<file path="config.mk">
export PLATFORM = sky130hd
export DESIGN_NAME = packed_adc_group_unpacker
export DESIGN_NICKNAME = d
export VERILOG_FILES = /design/src/hdl/pagu_pkg.sv /design/src/hdl/pagu_in_stage.sv /design/src/hdl/pagu_unpack.sv /design/src/hdl/pagu_out_stage.sv /design/src/hdl/packed_adc_group_unpacker.sv
export SDC_FILE = /design/constraint.sdc
export NUM_CORES = 1
export LEC_CHECK = 0
export ABC_AREA = 1
export BUFFER_PORTS_ARGS = -buffer_cell sky130_fd_sc_hd__buf_2
export CELL_PAD_IN_SITES_DETAIL_PLACEMENT = 2
export CELL_PAD_IN_SITES_GLOBAL_PLACEMENT = 2
export CORE_MARGIN = 1.5
export CORE_UTILIZATION = 39
export CTS_CLUSTER_SIZE = 12
export DETAILED_ROUTE_END_ITERATION = 16
export PLACE_DENSITY = 0.86
export SLEW_MARGIN = 20
export SYNTH_ARGS = -nofsm -noshare
export SYNTH_HDL_FRONTEND = slang
export SYNTH_SLANG_ARGS = --single-unit
</file>
<file path="constraint.sdc">
create_clock -name aclk -period 9.9 [get_ports aclk]
set_clock_uncertainty 0.15 [all_clocks]
set_input_delay 0 -clock aclk [delete_from_list [all_inputs] [get_ports aclk]]
set_output_delay 0 -clock aclk [all_outputs]
set_load 0.01 [all_outputs]
</file>
<file path="src/hdl/pagu_pkg.sv">
// Package for the packed ADC group unpacker: result codes, field widths
// and the result record that passes between the unpack logic and the output stage.
// No dependencies.
package pagu_pkg;

    localparam int unsigned WORD_W    = 32;
    localparam int unsigned SAMPLE_W  = 12;
    localparam int unsigned INDEX_W   = 11;
    localparam int unsigned EXTRA_W   = 30;
    localparam int unsigned KIND_W    = 2;
    localparam int unsigned NSAMPLES  = 8;
    localparam int unsigned NPARTIAL  = 6;
    localparam int unsigned DCOUNT_W  = 12;
    localparam int unsigned TCOUNT_W  = 9;
    localparam int unsigned CELL_W    = 10;
    localparam int unsigned TDATA_W   = 144;

    typedef enum logic [KIND_W-1:0] {
        KIND_HEADER = 2'd0,
        KIND_ROW    = 2'd1,
        KIND_TRIG   = 2'd2,
        KIND_TAG    = 2'd3
    } kind_t;

    typedef logic [NSAMPLES-1:0][SAMPLE_W-1:0] samples_t;

    // Fields below kind follow the packing of m_tdata from the top bit down
    typedef struct packed {
        kind_t                kind;
        logic [EXTRA_W-1:0]   extra;
        samples_t             samples;
        logic [INDEX_W-1:0]   sample_index;
    } result_t;

endpackage

</file>
<file path="src/hdl/pagu_in_stage.sv">
// Input register of the packed ADC group unpacker: holds one word and its
// header flag until the unpack logic takes it. Depends on pagu_pkg.
module pagu_in_stage (
    input  logic                        aclk,
    input  logic                        aresetn,
    input  logic                        s_tvalid,
    output logic                        s_tready,
    input  logic [pagu_pkg::WORD_W-1:0] s_word,
    input  logic                        s_first,
    input  logic                        take,
    output logic                        in_valid,
    output logic [pagu_pkg::WORD_W-1:0] in_word,
    output logic                        in_first
);

    logic                        valid_reg;
    logic                        valid_next;
    logic [pagu_pkg::WORD_W-1:0] word_reg;
    logic                        first_reg;

    // Free when empty, or when the held word leaves in this cycle
    assign s_tready = !valid_reg || take;

    always_comb begin
        valid_next = valid_reg;
        if (s_tvalid && s_tready) begin
            valid_next = 1'b1;
        end else if (take) begin
            valid_next = 1'b0;
        end
    end

    always_ff @(posedge aclk) begin
        if (!aresetn) begin
            valid_reg <= 1'b0;
        end else begin
            valid_reg <= valid_next;
        end
    end

    always_ff @(posedge aclk) begin
        if (s_tvalid && s_tready) begin
            word_reg  <= s_word;
            first_reg <= s_first;
        end
    end

    assign in_valid = valid_reg;
    assign in_word  = word_reg;
    assign in_first = first_reg;

endmodule

</file>
<file path="src/hdl/pagu_unpack.sv">
// Unpack logic of the packed ADC group unpacker: record region tracking,
// word counters and the 3-word-to-8-sample slicing. Depends on pagu_pkg.
module pagu_unpack (
    input  logic                        aclk,
    input  logic                        aresetn,
    input  logic                        in_valid,
    input  logic [pagu_pkg::WORD_W-1:0] in_word,
    input  logic                        in_first,
    input  logic                        out_ready,
    output logic                        take,
    output logic                        res_valid,
    output pagu_pkg::result_t           res
);

    typedef enum logic [1:0] {
        REGION_IDLE = 2'd0,
        REGION_DATA = 2'd1,
        REGION_TRIG = 2'd2,
        REGION_TAG  = 2'd3
    } region_t;

    localparam logic [1:0] PHASE_W0 = 2'd0;
    localparam logic [1:0] PHASE_W1 = 2'd1;
    localparam logic [1:0] PHASE_W2 = 2'd2;

    region_t                                  region_reg, region_next;
    logic [pagu_pkg::DCOUNT_W-1:0]            data_words_reg, data_words_next;
    logic [pagu_pkg::TCOUNT_W-1:0]            trig_words_reg, trig_words_next;
    logic [pagu_pkg::DCOUNT_W-1:0]            words_seen_reg, words_seen_next;
    logic [1:0]                               phase_reg, phase_next;
    logic [pagu_pkg::INDEX_W-1:0]             row_reg, row_next;
    logic [pagu_pkg::NPARTIAL-1:0][pagu_pkg::SAMPLE_W-1:0] part_reg, part_next;

    logic [pagu_pkg::NPARTIAL-1:0][pagu_pkg::SAMPLE_W-1:0] part_take;
    logic [1:0]                               phase_take;
    logic                                     row_done;
    pagu_pkg::samples_t                       row_samples;
    logic [pagu_pkg::DCOUNT_W-1:0]            seen_inc;
    logic [pagu_pkg::DCOUNT_W-1:0]            hdr_dwords;
    logic [pagu_pkg::TCOUNT_W-1:0]            hdr_twords;

    assign take = in_valid && out_ready;

    // Slice one packed word according to its place in the triplet
    always_comb begin
        part_take   = part_reg;
        phase_take  = PHASE_W0;
        row_done    = 1'b0;
        row_samples = '0;
        case (phase_reg)
            PHASE_W0: begin
                part_take[0] = in_word[11:0];
                part_take[1] = in_word[23:12];
                part_take[2] = {4'd0, in_word[31:24]};
                phase_take   = PHASE_W1;
            end
            PHASE_W1: begin
                part_take[2] = part_reg[2] | {in_word[3:0], 8'd0};
                part_take[3] = in_word[15:4];
                part_take[4] = in_word[27:16];
                part_take[5] = {8'd0, in_word[31:28]};
                phase_take   = PHASE_W2;
            end
            default: begin
                row_samples[0] = part_reg[0];
                row_samples[1] = part_reg[1];
                row_samples[2] = part_reg[2];
                row_samples[3] = part_reg[3];
                row_samples[4] = part_reg[4];
                row_samples[5] = part_reg[5] | {in_word[7:0], 4'd0};
                row_samples[6] = in_word[19:8];
                row_samples[7] = in_word[31:20];
                phase_take     = PHASE_W0;
                row_done       = 1'b1;
            end
        endcase
    end

    assign seen_inc   = words_seen_reg + 1'b1;
    assign hdr_dwords = in_word[11:0];
    assign hdr_twords = in_word[12] ? in_word[11:3] : '0;

    always_comb begin
        region_next     = region_reg;
        data_words_next = data_words_reg;
        trig_words_next = trig_words_reg;
        words_seen_next = words_seen_reg;
        phase_next      = phase_reg;
        row_next        = row_reg;
        part_next       = part_reg;
        res_valid       = 1'b0;
        res             = '0;
        if (take) begin
            if (in_first) begin
                // Header: restart the record wherever we were
                res_valid       = 1'b1;
                res.kind        = pagu_pkg::KIND_HEADER;
                res.extra       = {20'd0, in_word[29:20]};
                data_words_next = hdr_dwords;
                trig_words_next = hdr_twords;
                words_seen_next = '0;
                phase_next      = PHASE_W0;
                row_next        = '0;
                if (hdr_dwords != '0) begin
                    region_next = REGION_DATA;
                end else if (hdr_twords != '0) begin
                    region_next = REGION_TRIG;
                end else begin
                    region_next = REGION_TAG;
                end
            end else begin
                unique case (region_reg)
                    REGION_DATA: begin
                        part_next       = part_take;
                        phase_next      = phase_take;
                        words_seen_next = seen_inc;
                        if (row_done) begin
                            res_valid        = 1'b1;
                            res.kind         = pagu_pkg::KIND_ROW;
                            res.sample_index = row_reg;
                            res.samples      = row_samples;
                            row_next         = row_reg + 1'b1;
                        end
                        if (seen_inc >= data_words_reg) begin
                            words_seen_next = '0;
                            phase_next      = PHASE_W0;
                            row_next        = '0;
                            region_next     = (trig_words_reg != '0) ? REGION_TRIG
                                                                     : REGION_TAG;
                        end
                    end
                    REGION_TRIG: begin
                        part_next       = part_take;
                        phase_next      = phase_take;
                        words_seen_next = seen_inc;
                        if (row_done) begin
                            res_valid        = 1'b1;
                            res.kind         = pagu_pkg::KIND_TRIG;
                            res.sample_index = {row_reg[7:0], 3'd0};
                            res.samples      = row_samples;
                            row_next         = row_reg + 1'b1;
                        end
                        if (seen_inc >= {3'd0, trig_words_reg}) begin
                            words_seen_next = '0;
                            phase_next      = PHASE_W0;
                            region_next     = REGION_TAG;
                        end
                    end
                    REGION_TAG: begin
                        res_valid   = 1'b1;
                        res.kind    = pagu_pkg::KIND_TAG;
                        res.extra   = in_word[29:0];
                        region_next = REGION_IDLE;
                    end
                    REGION_IDLE: begin
                        // Drop words outside a record
                    end
                endcase
            end
        end
    end

    always_ff @(posedge aclk) begin
        if (!aresetn) begin
            region_reg     <= REGION_IDLE;
            data_words_reg <= '0;
            trig_words_reg <= '0;
            words_seen_reg <= '0;
            phase_reg      <= PHASE_W0;
            row_reg        <= '0;
            part_reg       <= '0;
        end else begin
            region_reg     <= region_next;
            data_words_reg <= data_words_next;
            trig_words_reg <= trig_words_next;
            words_seen_reg <= words_seen_next;
            phase_reg      <= phase_next;
            row_reg        <= row_next;
            part_reg       <= part_next;
        end
    end

`ifndef SYNTHESIS
    a_phase_legal: assert property (@(posedge aclk) disable iff (!aresetn)
        phase_reg != 2'd3)
        else $error("triplet phase out of range");

    a_trig_has_words: assert property (@(posedge aclk) disable iff (!aresetn)
        region_reg == REGION_TRIG |-> trig_words_reg != '0)
        else $error("trigger region entered with no trigger words");

    a_row_on_third: assert property (@(posedge aclk) disable iff (!aresetn)
        (res_valid && (res.kind == pagu_pkg::KIND_ROW || res.kind == pagu_pkg::KIND_TRIG))
        |-> (phase_reg == PHASE_W2 && !in_first))
        else $error("row emitted before its triplet was complete");

    a_header_restarts: assert property (@(posedge aclk) disable iff (!aresetn)
        (take && in_first) |=> (phase_reg == PHASE_W0 && words_seen_reg == '0))
        else $error("header did not restart the unpacking");
`endif

endmodule

</file>
<file path="src/hdl/pagu_out_stage.sv">
// Result register of the packed ADC group unpacker: holds one result until
// the receiver takes it. Depends on pagu_pkg.
module pagu_out_stage (
    input  logic              aclk,
    input  logic              aresetn,
    input  logic              res_valid,
    input  pagu_pkg::result_t res,
    output logic              out_ready,
    output logic              m_tvalid,
    input  logic              m_tready,
    output pagu_pkg::result_t m_res
);

    logic              valid_reg;
    pagu_pkg::result_t res_reg;

    // Reloadable when empty or when the held beat is taken this cycle
    assign out_ready = !valid_reg || m_tready;

    always_ff @(posedge aclk) begin
        if (!aresetn) begin
            valid_reg <= 1'b0;
        end else if (out_ready) begin
            valid_reg <= res_valid;
        end
    end

    always_ff @(posedge aclk) begin
        if (out_ready && res_valid) begin
            res_reg <= res;
        end
    end

    assign m_tvalid = valid_reg;
    assign m_res    = res_reg;

endmodule

</file>
<file path="src/hdl/packed_adc_group_unpacker.sv">
// Top level of the packed ADC group unpacker.
// Depends on pagu_pkg, pagu_in_stage, pagu_unpack and pagu_out_stage.
//
// Usage:
//   Slave channel: one 32-bit record word per beat on s_tdata; s_tuser
//   high marks the group header word and restarts the unpacking at once.
//   Master channel: at most one result beat per input beat. m_tuser gives
//   the kind (header start cell, channel row, trigger row, time tag);
//   m_tdata carries sample index, eight 12-bit samples and the 10-bit
//   start cell or 30-bit time tag. Fields that a kind does not use read as zero.
//   Data and trigger words that do not complete a triplet, words before
//   the first header and words after the time tag produce no beat.
// Timing:
//   An accepted word waits in the input register, is sliced combinationally by
//   the unpack logic and its result is captured in the result register.
//   One word per cycle is taken for as long as m_tready stays high; the
//   rate is set by the input register feeding the result register.
// Reset and stalls:
//   aresetn (synchronous, active low) empties both registers and returns
//   the block to waiting for a header. When the receiver stalls, the result
//   register holds its beat, the input register takes one more word if it is empty,
//   and s_tready is then low until the result beat is taken.
module packed_adc_group_unpacker (
    input  logic                         aclk,
    input  logic                         aresetn,
    input  logic                         s_tvalid,
    output logic                         s_tready,
    input  logic [pagu_pkg::WORD_W-1:0]  s_tdata,  // [31:0] word
    input  logic                         s_tuser,  // [0] first (header word)
    output logic                         m_tvalid,
    input  logic                         m_tready,
    // [10:0] sample_index, [22:11] sample0, [34:23] sample1, [46:35] sample2,
    // [58:47] sample3, [70:59] sample4, [82:71] sample5, [94:83] sample6,
    // [106:95] sample7, [136:107] extra, [143:137] zero
    output logic [pagu_pkg::TDATA_W-1:0] m_tdata,
    output logic [pagu_pkg::KIND_W-1:0]  m_tuser   // [1:0] kind
);

    logic                        in_valid;
    logic [pagu_pkg::WORD_W-1:0] in_word;
    logic                        in_first;
    logic                        take;
    logic                        out_ready;
    logic                        res_valid;
    pagu_pkg::result_t           res;
    pagu_pkg::result_t           m_res;

    // Hold one accepted word
    pagu_in_stage u_in (
        .aclk     (aclk),
        .aresetn  (aresetn),
        .s_tvalid (s_tvalid),
        .s_tready (s_tready),
        .s_word   (s_tdata),
        .s_first  (s_tuser),
        .take     (take),
        .in_valid (in_valid),
        .in_word  (in_word),
        .in_first (in_first)
    );

    // Advance the record state and slice the word
    pagu_unpack u_unpack (
        .aclk      (aclk),
        .aresetn   (aresetn),
        .in_valid  (in_valid),
        .in_word   (in_word),
        .in_first  (in_first),
        .out_ready (out_ready),
        .take      (take),
        .res_valid (res_valid),
        .res       (res)
    );

    // Hold the result beat for the receiver
    pagu_out_stage u_out (
        .aclk      (aclk),
        .aresetn   (aresetn),
        .res_valid (res_valid),
        .res       (res),
        .out_ready (out_ready),
        .m_tvalid  (m_tvalid),
        .m_tready  (m_tready),
        .m_res     (m_res)
    );

    // Pack extra, samples and index from the top down, zero pad to bytes
    assign m_tdata = {7'd0, m_res.extra, m_res.samples, m_res.sample_index};
    assign m_tuser = m_res.kind;

endmodule
</file>
After elaboration in Yosys (flattened, before gate mapping)
Cells that the tools add are included.
{ "op_classes": {"addsub": 2, "n_mul": 0, "n_div": 0, "n_lt_le_gt_ge": 2, "n_eq_ne": 6, "shifts": 0, "muxes": 36, "bitwise": 5, "n_reduce_logical": 25} }
{ "ops": {"columns": ["op", "count"], "rows": [
  ["2-to-1 mux 107 bit", 2],
  ["case mux 107 bit (2 select lines)", 1],
  ["case mux 12 bit (2 select lines)", 2],
  ["2-to-1 mux 12 bit", 3],
  ["2-to-1 mux 11 bit", 3],
  ["case mux 11 bit (2 select lines)", 1],
  ["2-to-1 mux 10 bit", 2],
  ["nonzero test 9 bit", 2],
  ["2-to-1 mux 2 bit", 8],
  ["AND reduction 4 bit", 4],
  ["adder 12 x 1 -> 12 bit, second input constant", 1],
  ["greater-or-equal comparator 12 bit", 1],
  ["greater-or-equal comparator 12 x 9 -> 1 bit", 1],
  ["bitwise OR 12 bit", 1],
  ["bitwise OR 4 x 12 -> 12 bit", 1],
  ["case mux 2 bit (3 select lines)", 2],
  ["nonzero test 12 bit", 1],
  ["adder 11 x 1 -> 11 bit, second input constant", 1],
  ["2-to-1 mux 9 bit", 1],
  ["2-to-1 mux 1 bit", 8],
  ["case mux 2 bit (2 select lines)", 2],
  ["!= test 3 x 2 -> 1 bit, second input constant", 2],
  ["OR reduction 2 bit", 3],
  ["equality test 2 x 1 -> 1 bit, second input constant", 2],
  ["12 further kinds", 21]
]} }
{ "word_totals": {"register_bits": 286, "latchBits": 0, "mem_bits_rw": 0, "mem_bits_ro": 0, "input_bits": 37, "output_inout_bits": 148, "wordCells": 104, "memories": 0} }

Longest topological paths before layout
{ "logic_depth": {"word_depth": 7, "mapped_depth": 18} }

Hierarchy
A second synthesis with hierarchy kept.
{ "unflattened": {"cells_unflattened": 1108, "hier_area_um2": 11743.8} }
{ "by_module_without_submodules": {"columns": ["module", "instances", "cells_per_inst", "area_per_inst_um2", "seq_area_each_um2"], "rows": [
  ["pagu_unpack", 1, 914, 6419.9, 2242.2],
  ["pagu_out_stage", 1, 146, 4225.3, 4194.0],
  ["pagu_in_stage", 1, 40, 1042.2, 1011.0],
  ["packed_adc_group_unpacker", 1, 8, 56.3, 0.0]
]} }

Worst setup path before layout
Ideal clock, no wire load.
{ "synth_path": {"kind": "reg-to-reg", "from": "register u_unpack.region_reg[1]", "to": "register u_out.res_reg, in the netlist u_out.m_res[0] (enable)", "setup_time_ns": 0.492, "t_arrival_ns": 3.824, "required_time_ns": 9.258, "path_slack_ns": 5.434, "stages_incl_launch_ff": 7, "path_buffers": 0, "period_less_slack_ns": 4.466, "path_cell_list": "dfxtp_1 > inv_1 > ha_1 > nand2_1 > a21oi_1 > o21ai_0 > inv_1"} }
{ "synth_via": {"elab_chain_cells": 6} }
{ "synth_rtl": {"columns": ["item", "line", "source"], "rows": [
  ["from (decl)", "pagu_unpack.sv:26", "region_t region_reg, region_next;"],
  ["from (signal assigned)", "pagu_unpack.sv:173", "region_reg <= region_next;"],
  ["equality test 2 x 1 -> 1 bit / equality test 2 bit (equally long branches)", "pagu_unpack.sv:112", "unique case (region_reg)"],
  ["OR reduction 2 bit (no line)", null, null],
  ["case mux 1 bit (2 select lines) *", "pagu_unpack.sv:112", null],
  ["2-to-1 mux 1 bit *", "pagu_unpack.sv:94", "if (in_first) begin"],
  ["2-to-1 mux 1 bit *", "pagu_unpack.sv:93", "if (take) begin"],
  ["logical AND 1 bit *", "pagu_out_stage.sv:29", "if (out_ready && res_valid) begin"],
  ["to (signal assigned)", "pagu_out_stage.sv:30", "res_reg <= res;"],
  ["to (decl)", "pagu_out_stage.sv:15", "pagu_pkg::result_t res_reg;"]
]} }
Every way passes the cells marked *; elsewhere a longest branch is shown, timed or not.
A chain may end at the register's enable or synchronous reset.

Final worst setup path
{ "layout_path": {"from": "register u_unpack.region_reg[1]", "to": "register u_out.res_reg, in the netlist u_out.m_res[55] (enable)"} }
Same word-level chain as after synthesis.

==> out/metrics.csv <==
metric,value,unit
RSZ-0062 raised after global routing,no,
DP Wirelength,26800,µm
# hold bufs at CTS,37,
Internal,2022,µW
Seq pwr share,48.8,%
clock share of power,44.5,%
post-route clock period utilization,38.58,%
Compound-Gate Fraction of Synth Area,10.38,%
Worst Path Required,9890,ps
LEAKAGE,0.005353,µW
antenna violations before repair,0,
Final WS setup,6081,ps
Simple-Gate Fraction of Synth Area,14.39,%
Final nets,1351,
worst vdd ir,0.1177,mV
CP cell instances,inv_1 -> ha_1 -> nand2_1 -> buf_4 -> a21oi_1 -> o21ai_0 -> inv_6 -> buf_4,
Overflow after GRT,0,
IO Count,185,
Die X,174.7,µm
Vias,9389,
Switching Fraction,24.82,%
TNS Setup,0,ps
fill cell count,2985,
Final Hold Fails,0,
post-synthesis adder-cell area fraction,3.045,%
Crit-path slowest cell,buf_4,
Pre-Repair DR Iteration Count,6,
M3 GR Usage,4.308,%
number of inserted diodes,0,
Root Buffer,clkbuf_16,
Synth Warn #,0,
synthesized cell area,11500,µm²
Slew headroom,29.30,%
"Clk pin slew, worst setup/hold paths",60,ps
number of global-route vias before repair,10270,
count of cell types in the netlist,36,
row count,62,
critical path's largest stage delay,730,ps
post-CTS setup buffers,0,
Core Region,28860,µm²
WP data arrival,3810,ps
total power,2690,µW
Routability Congestion,0.7980,
register area share after synthesis,64.74,%
most frequent cells in the layout,"buf_2, edfxtp_1, nand2_1",
crit-path most repeated cell,buf_4,
GR peak layer,met2,
die height,174.7,µm
Syn Area/Cell,10.57,µm²
post_cts resized,0,
drt wl/cell,25.62,µm
startpoint types,flop,
H-tree Lvls,2,
Clock Sinks,286,
Clock Path Buffers,3,
Synth top area share,44.90,%
GRT Overall Usage,28.27,%
initial core utilization,39.86,%
"most common cell after layout, fill and taps aside",buf_2,
Synth area leaders,"edfxtp_1, dfxtp_1, a21oi_1, nand2_1, o21ai_0",
Logic pwr share,6.6,%
share of layout cells above drive strength 1,19.82,%
Sw Pwr,667.5,µW
worst-skew pair later-pin latency,510,ps
XOR/XNOR Fraction of Synth Area,1.142,%
CTS tree,yes,
wire length of the first global-routing pass,64920,µm
total CTS buffers,34,
post-route DRC violation count,0,
combinational family with the most area after synthesis,simple AND/OR/NAND/NOR gates,
Layout area overhead,22.70,%
I/O Buffers,177,
Final min period,3819,ps
Crit. End Element,flop,
Max-Cap Viols,0,
Worst Setup Path Type,reg2reg,
P per Cell Area,190.6,nW/µm²
Slew @ Worst Pin,1054,ps
dpl ws,6282,ps
Fmax,261.9,MHz
mux cell area share after synthesis,0,%
max reg flops,139,
"FF+latch count, synth",286,
die footprint,30540,µm²
Syn Inst Count,1088,
worst min path class,in2reg,
Via-to-Cell Ratio,5.536,
"antenna viol nets, final",0,
met1 GRT Util,33.75,%
Final Setup Violations,0,
Worst Path Max Fanout,88,
final WL,43450,µm
Yosys top cell by area,edfxtp_1,
outcome,"complete, no violations",
Final Max Slew Viols,0,
initial drt markers,744,
largest net degree at the start of global routing,89,
met2 global-route usage,51.72,%
metrics by stage:
step	hold WS (ps)	cells	instance area, µm²	utilization (%)
floorplan	-51.13	1094	11530	-
global placement	27.75	1595	12650	43.84
detailed placement	28.32	1596	12680	43.96
CTS	39.88	1695	14090	48.84
global route	58.11	1696	14110	48.91
finish	47.88	1696	14110	48.91
synthesized netlist by cell type:
master and number:
ha_1 28, buf_4 8, clkinv_1 3, nand2_2 6, nor3_1 37, dfxtp_1 114, o32ai_1 3, o21ai_2 1
buf_6 3, conb_1 1, buf_1 2, nand3_1 30, nand2_4 1, o22ai_1 10, nor2_2 10, nand3_2 1
a211oi_1 12, xnor2_1 7, nor2_1 89, edfxtp_1 172, xor2_1 8, nor3b_1 24, nand3b_1 4, o21ai_0 78
buf_2 16, a21oi_1 118, inv_2 3, inv_1 97, o41ai_1 1, nor3_2 1, nand4_1 20, nor4_1 2
clkbuf_1 41, a41oi_1 1, nand2_1 135, o21bai_1 1
logic make-up (layout without fill, tap and decap cells):
kind of cell | after synthesis | after routing
XOR/XNOR | 15 | 15
adder cells (fa/ha/maj) | 28 | 28
AND/OR/NAND/NOR | 360 | 360
flip-flops | 286 | 286
other | 1 | 7
AO/OA/AOI/OAI | 225 | 225
buffers and inverters | 173 | 391
per-layer routing:
layer	vias to the layer above	share of wire [%]
li1	4135	-
met1	4801	40
met2	360	52
met3	93	5.0
met4	0	3.2
met5	-	0
worst paths after layout:
path              slack, ps                                 endpoint  depth (start not counted)                                     from
setup reg to reg       6080            u_out.m_res[55]$_SDFFCE_PP0P_                          8      u_unpack.region_reg[1]$_SDFFE_PN0P_
setup / recovery       6080            u_out.m_res[55]$_SDFFCE_PP0P_                          8      u_unpack.region_reg[1]$_SDFFE_PN0P_
hold / removal           50               u_in.in_word[25]$_DFFE_PP_                          2                              s_tdata[25]
hold reg to reg         320  u_unpack.data_words_reg[4]$_SDFFE_PN0P_                          2  u_unpack.data_words_reg[4]$_SDFFE_PN0P_
area by class of cell:
class                   count  area [µm²]  share of cell area [%]
clock buffers              43       914.6                   6.480
clock inverters            19       125.1                  0.8864
inverters                 103       391.6                   2.775
multi-input cells         635        3377                   23.93
flip-flops and latches    286        7447                   52.76
well taps                 384       480.5                   3.404
repair buffers            226        1379                   9.769
worst max-delay path: cells and delay by family (launching register included):
| kind | cells | cell delay (ps) |
|---|---|---|
| AO/OA/AOI/OAI | 2 | 440 |
| AND/OR/NAND/NOR | 1 | 60 |
| buffers and inverters | 4 | 1820 |
| adder cells (fa/ha/maj) | 1 | 330 |
| flip-flops | 1 | 490 |
power groups by stage:
stage	logic (µW)	clock network (µW)	registers [µW]
3_5_place_dp	159	0	1340
6_report	178	1200	1310
2_1_floorplan	88.1	0	1340
5_1_grt	189	1250	1320
3_3_place_gp	149	0	1330
4_1_cts	176	1210	1310
No activity file was read; power rests on OpenSTA's default activity.
